File: src/design/rotation_matrix_to_quaternion_assert.svh
// Assertion macros shared by the rotation-matrix-to-quaternion RTL.
`ifndef ROTATION_MATRIX_TO_QUATERNION_ASSERT_SVH
`define ROTATION_MATRIX_TO_QUATERNION_ASSERT_SVH

// Same-cycle implication, sampled on clk, off during rst.
`define RMQ_ASSERT_IMP(name, ante, cons, msg) \
  name: assert property (@(posedge clk) disable iff (rst) (ante) |-> (cons)) else $error(msg);

// Next-cycle implication, sampled on clk, off during rst.
`define RMQ_ASSERT_NEXT(name, ante, cons, msg) \
  name: assert property (@(posedge clk) disable iff (rst) (ante) |=> (cons)) else $error(msg);

`endif

File: src/design/rmq_pkg.sv
// Constants, branch codes and saturation helper for the quaternion pipeline.
`default_nettype none
package rmq_pkg;

  localparam int DW        = 16;
  localparam int FRAC_BITS = 14;

  // signed width of the square-root argument
  localparam int AW_BASE = (DW > FRAC_BITS + 1) ? DW : FRAC_BITS + 1;
  localparam int ARG_W   = AW_BASE + 3;
  // radicand = arg << FRAC_BITS, rounded up to an even width
  localparam int RAD_RAW = ARG_W - 1 + FRAC_BITS;
  localparam int RAD_W   = RAD_RAW + (RAD_RAW % 2);
  localparam int ROOT_W  = RAD_W / 2;
  localparam int S_W     = ROOT_W + 1;
  // numerator magnitude: a sum of two DW-bit fields can reach 2^DW
  localparam int MAG_W   = DW + 1;
  // dividend magnitude = |d| << FRAC_BITS
  localparam int NUM_W   = MAG_W + FRAC_BITS;

  typedef enum logic [3:0] {
    BR_TRACE = 4'b0001,
    BR_X     = 4'b0010,
    BR_Y     = 4'b0100,
    BR_Z     = 4'b1000
  } branch_t;

  // Apply sign to a magnitude and clamp to the DW-bit signed range.
  function automatic logic [DW-1:0] sat_mag(input logic [NUM_W-1:0] mag, input logic neg);
    logic [NUM_W-1:0] lim;
    logic [NUM_W-1:0] negv;
    lim  = NUM_W'(1) << (DW - 1);
    negv = ~mag + NUM_W'(1);
    if (!neg) begin
      return (mag >= lim) ? DW'(lim - NUM_W'(1)) : mag[DW-1:0];
    end else begin
      return (mag >= lim) ? lim[DW-1:0] : negv[DW-1:0];
    end
  endfunction

endpackage
`default_nettype wire

File: src/design/rmq_div_pipe.sv
// Pipelined restoring divider, one quotient bit per stage, signed saturated result.
`default_nettype none
module rmq_div_pipe (
  input  logic                      clk,
  input  logic                      en,
  input  logic [rmq_pkg::NUM_W-1:0] num,
  input  logic [rmq_pkg::S_W-1:0]   den,
  input  logic                      neg,
  output logic [rmq_pkg::DW-1:0]    q
);
  import rmq_pkg::*;

  logic [NUM_W-1:0] p_num [NUM_W];
  logic [S_W-1:0]   p_rem [NUM_W];
  logic [NUM_W-1:0] p_q   [NUM_W];
  logic [S_W-1:0]   p_den [NUM_W];
  logic             p_neg [NUM_W];

  for (genvar g = 0; g < NUM_W; g++) begin : g_stage
    logic [NUM_W-1:0] c_num;
    logic [S_W-1:0]   c_rem;
    logic [NUM_W-1:0] c_q;
    logic [S_W-1:0]   c_den;
    logic             c_neg;
    logic [S_W:0]     rem_t;
    logic [S_W:0]     rem_d;
    logic             ge;

    if (g == 0) begin : g_src_in
      assign c_num = num;
      assign c_rem = '0;
      assign c_q   = '0;
      assign c_den = den;
      assign c_neg = neg;
    end else begin : g_src_prev
      assign c_num = p_num[g-1];
      assign c_rem = p_rem[g-1];
      assign c_q   = p_q[g-1];
      assign c_den = p_den[g-1];
      assign c_neg = p_neg[g-1];
    end

    assign rem_t = {c_rem, c_num[NUM_W-1]};
    assign rem_d = rem_t - {1'b0, c_den};
    assign ge    = (rem_t >= {1'b0, c_den});

    always_ff @(posedge clk) begin
      if (en) begin
        p_rem[g] <= ge ? rem_d[S_W-1:0] : rem_t[S_W-1:0];
        p_q[g]   <= {c_q[NUM_W-2:0], ge};
        p_num[g] <= c_num << 1;
        p_den[g] <= c_den;
        p_neg[g] <= c_neg;
      end
    end
  end

  assign q = sat_mag(p_q[NUM_W-1], p_neg[NUM_W-1]);

endmodule
`default_nettype wire
File: config.mk
export PLATFORM = sky130hd
export DESIGN_NAME = rmq_div_pipe
export DESIGN_NICKNAME = d
export VERILOG_FILES = /design/src/design/rotation_matrix_to_quaternion_assert.svh /design/src/design/rmq_pkg.sv /design/src/design/rmq_div_pipe.sv
export SDC_FILE = /design/constraint.sdc
export NUM_CORES = 2
export LEC_CHECK = 0
export BUFFER_PORTS_ARGS = -buffer_cell sky130_fd_sc_hd__buf_2
export CAP_MARGIN = 40
export CORE_ASPECT_RATIO = 0.7
export CORE_MARGIN = 5
export CORE_UTILIZATION = 45
export CTS_CLUSTER_DIAMETER = 50
export DETAILED_ROUTE_END_ITERATION = 8
export SYNTH_ARGS = -nofsm -noshare
export SYNTH_HDL_FRONTEND = slang
export SYNTH_SLANG_ARGS = --single-unit
export TNS_END_PERCENT = 50
File: constraint.sdc
create_clock -name clk -period 5.4 [get_ports clk]
set_input_delay 0.81 -clock clk [delete_from_list [all_inputs] [get_ports clk]]
set_output_delay 0.81 -clock clk [all_outputs]
set_load 0.01 [all_outputs]
==> summary.md <==
| Metric | Value |
|---|---|
| Hold Violations, Final | `0` |
| Die height | `386 um` |
| Crit path largest cell delay | `0.64 ns` |
| Max Clock Skew | `0.0503 ns` |
| Core area | `202000 sq um` |
| Routability cong. | `0.866` |
| Total Power | `57200 uW` |
| MaxCap Viol Count | `0` |
| Initial Utilization | `45.1%` |
| Final setup TNS | `0 ns` |
| Critical Path RT | `5.94 ns` |
| Worst hold stages | `1` |
| Post-route minimum period | `4.11 ns` |
| Nets | `7324` |
| Hold_ws | `0.147 ns` |
| Sw Share | `32.1%` |
| Largest family of logic cells by synthesized area | `compound AO/OA/AOI/OAI gates` |
| Detailed Route WL | `170 mm` |
| Syn. warnings | `0` |
| All-layer global routing usage | `15.9%` |
| Predominant post-synthesis flop cell | `edfxtp_1` |
| Mapped Cells | `6481` |
| Leakage power | `0.0393 uW` |
| Post-CTS Resized | `0` |
| Area grow syn2layout | `11.9%` |
| Die area | `212000 sq um` |
| WL/cell | `17.8 um` |
| Cells on worst reg2reg path | `12` |
| CP Launch Type | `register` |
| Share of post-route cells with drive strength above 1 | `10.4%` |
| Outcome | `finished clean` |
| Slew margin rel. | `33.2%` |
| Busiest layer in global routing | `met1` |
| Synth Area in Adders | `7.69%` |
| Comb power frac | `34.9%` |
| Die Wd | `548 um` |
| RSZ-0062 raised after global routing | `no` |
| Dpl cell area | `95100 sq um` |
| Mux contribution to synthesized area | `3.50%` |
| Seq cells post-synth | `2012` |
| Final WS setup | `1.29 ns` |
| Number of global-route vias before repair | `48800` |
| Vias/cell | `5.30` |
| Worst-margin pin slew | `1.00 ns` |
| Clock latency on the worst-skew pair | `0.84 ns` |
| Power share of the clock group | `25.0%` |
| Longest Clk Path Bufs | `4` |
| Final worst-path cycle share | `76.1%` |
| Syn Area/Cell | `14.0 sq um` |
| Worst vdd ir | `0.265 mV` |
| Async S/R FF share, synth | `0%` |
| GRT Residual Overflow | `0` |
| Kind of critical path | `reg -> reg` |
| Power Internal | `38800 uW` |
| Seq/Total Area, Yosys | `66.4%` |
| FILL cells | `16900` |
| # hold bufs at CTS | `0` |
| Met1 global-route usage | `26.5%` |
| TritonCTS Buffers | `207` |
| Compound-Gate Fraction of Synth Area | `9.58%` |
| Met3 usage | `2.70%` |
| Synth Area in Simple Gates | `6.02%` |
| CP max stage cell | `a41oi_2` |
| Arr. time, crit path | `4.65 ns` |
| Finished Cell Area | `102000 sq um` |
| Final max-slew violation count | `0` |
| CP cell instances | `inv_1, ha_1, inv_1, fa_1, a21oi_1, o21ai_0, a31o_2, a21oi_1, o31ai_1, a41oi_2, buf_4, mux2_2` |
| CTS Sinks | `2012` |
| Global-route wire length before repair | `271 mm` |
| Setup violators final | `0` |
| PortBufs | `66` |
| DRT antenna net count | `0` |
| Initial antenna violation count | `3` |
| Placement Setup Slack | `1.40 ns` |
| Most common cell after layout, fill and taps aside | `edfxtp_1` |
| Number of flops mapped to enable cells by yosys | `2012` |
| Hold crit path type | `in -> reg` |
| Crit-path max FO | `18` |
| Peak Freq | `0.243 GHz` |
| DRT iter0 DRCs | `4220` |
| Flop pwr share | `40.2%` |
| H-tree depth | `4` |
| Netlist cell types | `86` |
| Row count | `138` |
| Post-synthesis xor/xnor area fraction | `3.72%` |
| Post-Synthesis Cell Area | `91000 sq um` |
| Largest net degree at the start of global routing | `157` |
| Total number of vias | `50600` |
| CTS clk-pin slew, worst paths | `0.06 ns` |
| CTS Root Cell | `clkbuf_16` |
| Met2 Use GR | `21.1%` |
| # IOs | `67` |
| TritonCTS clock tree | `built` |
| Crit. End Element | `register` |
| Cell family with most CP delay | `compound AO/OA/AOI/OAI gates` |
| Post-CTS Setup Bufs | `0` |
| Detail Placement HPWL | `118 mm` |
| Most frequent cells in the layout | `edfxtp_1, inv_1, ha_1, a21oi_1, nor2_1` |
| Power Dens Cells | `561 nW/um^2` |
| Critical Path Stages | `12` |
| Number of remaining DRC errors | `0` |
| Buf/Inv on CP | `3` |
| Mapped Nets | `7074` |
| NetSw | `18300 uW` |
| DR pass1 iterations | `6` |
logic make-up after synthesis:
logic type               Yosys count
AND/OR/NAND/NOR                 1156
XOR/XNOR                         387
multiplexers                     287
flip-flops                      2012
adder cells (fa/ha/maj)          542
AO/OA/AOI/OAI                   1365
buffers and inverters            732
worst paths after layout:
kind | from | to | slack (ns)
worst max register to register | p_num[0][299]$_DFFE_PP_ | p_rem[0][171]$_DFFE_PP_ | 1.29
worst min register to register | p_q[1][137]$_DFFE_PP_ | p_q[1][169]$_DFFE_PP_ | 0.40
worst max-delay path | p_num[0][299]$_DFFE_PP_ | p_rem[0][171]$_DFFE_PP_ | 1.29
worst min-delay path | num[18] | p_num[0][18]$_DFFE_PP_ | 0.15
area by class of cell:
type	instances	area [sq um]	area share [%]
repair buffers	131	1170	1.15
diodes	2	5.00	0.00491
inverters	642	2410	2.36
flip-flops and latches	2012	60400	59.3
well taps	2660	3330	3.27
clock buffers	240	5330	5.23
clock inverters	127	1420	1.39
multi-input cells	3737	27800	27.3
cell usage after synthesis (69+ instances only):
cell      instances  share of area, %
a21oi_1         440               2.4
edfxtp_1       2012                66
xnor2_1         226               2.2
ha_1            513               7.1
nand2_1         287               1.2
a21o_1          201               1.7
inv_1           639               2.6
o21bai_1         69              0.57
o21ai_0         267               1.5
mux2_2          226               2.8
nor3_1          100              0.55
xor2_1          161               1.5
nor2b_1          70              0.48
nor2_1          373               1.5
sequential cells by signal (all words and copies together) (netlist names):
name,cells
p_rem,510
p_den,510
p_q,496
p_neg,31
p_num,465
power groups by stage:
stage,registers (uW),logic [uW],clock network [uW]
floorplan,22500,15400,0
global placement,23300,18900,0
detailed placement,23300,19600,0
CTS,23000,19800,14800
global route,23200,22100,15500
finish,23000,19900,14300
metal layers:
| layer | vias to the layer above | part of all wire, % |
|---|---|---|
| met5 | - | 0 |
| met4 | 0 | 2.0 |
| met3 | 254 | 5.5 |
| met2 | 1149 | 38 |
| met1 | 24500 | 54 |
| li1 | 24700 | - |
through the flow:
step           util (%)  instances
2_1_floorplan         -       6481
3_3_place_gp       47.0       9163
3_5_place_dp       47.2       9181
4_1_cts            50.5       9548
5_1_grt            50.5       9549
6_report           50.5       9551
Note: power is estimated with default switching activity, not from simulation.
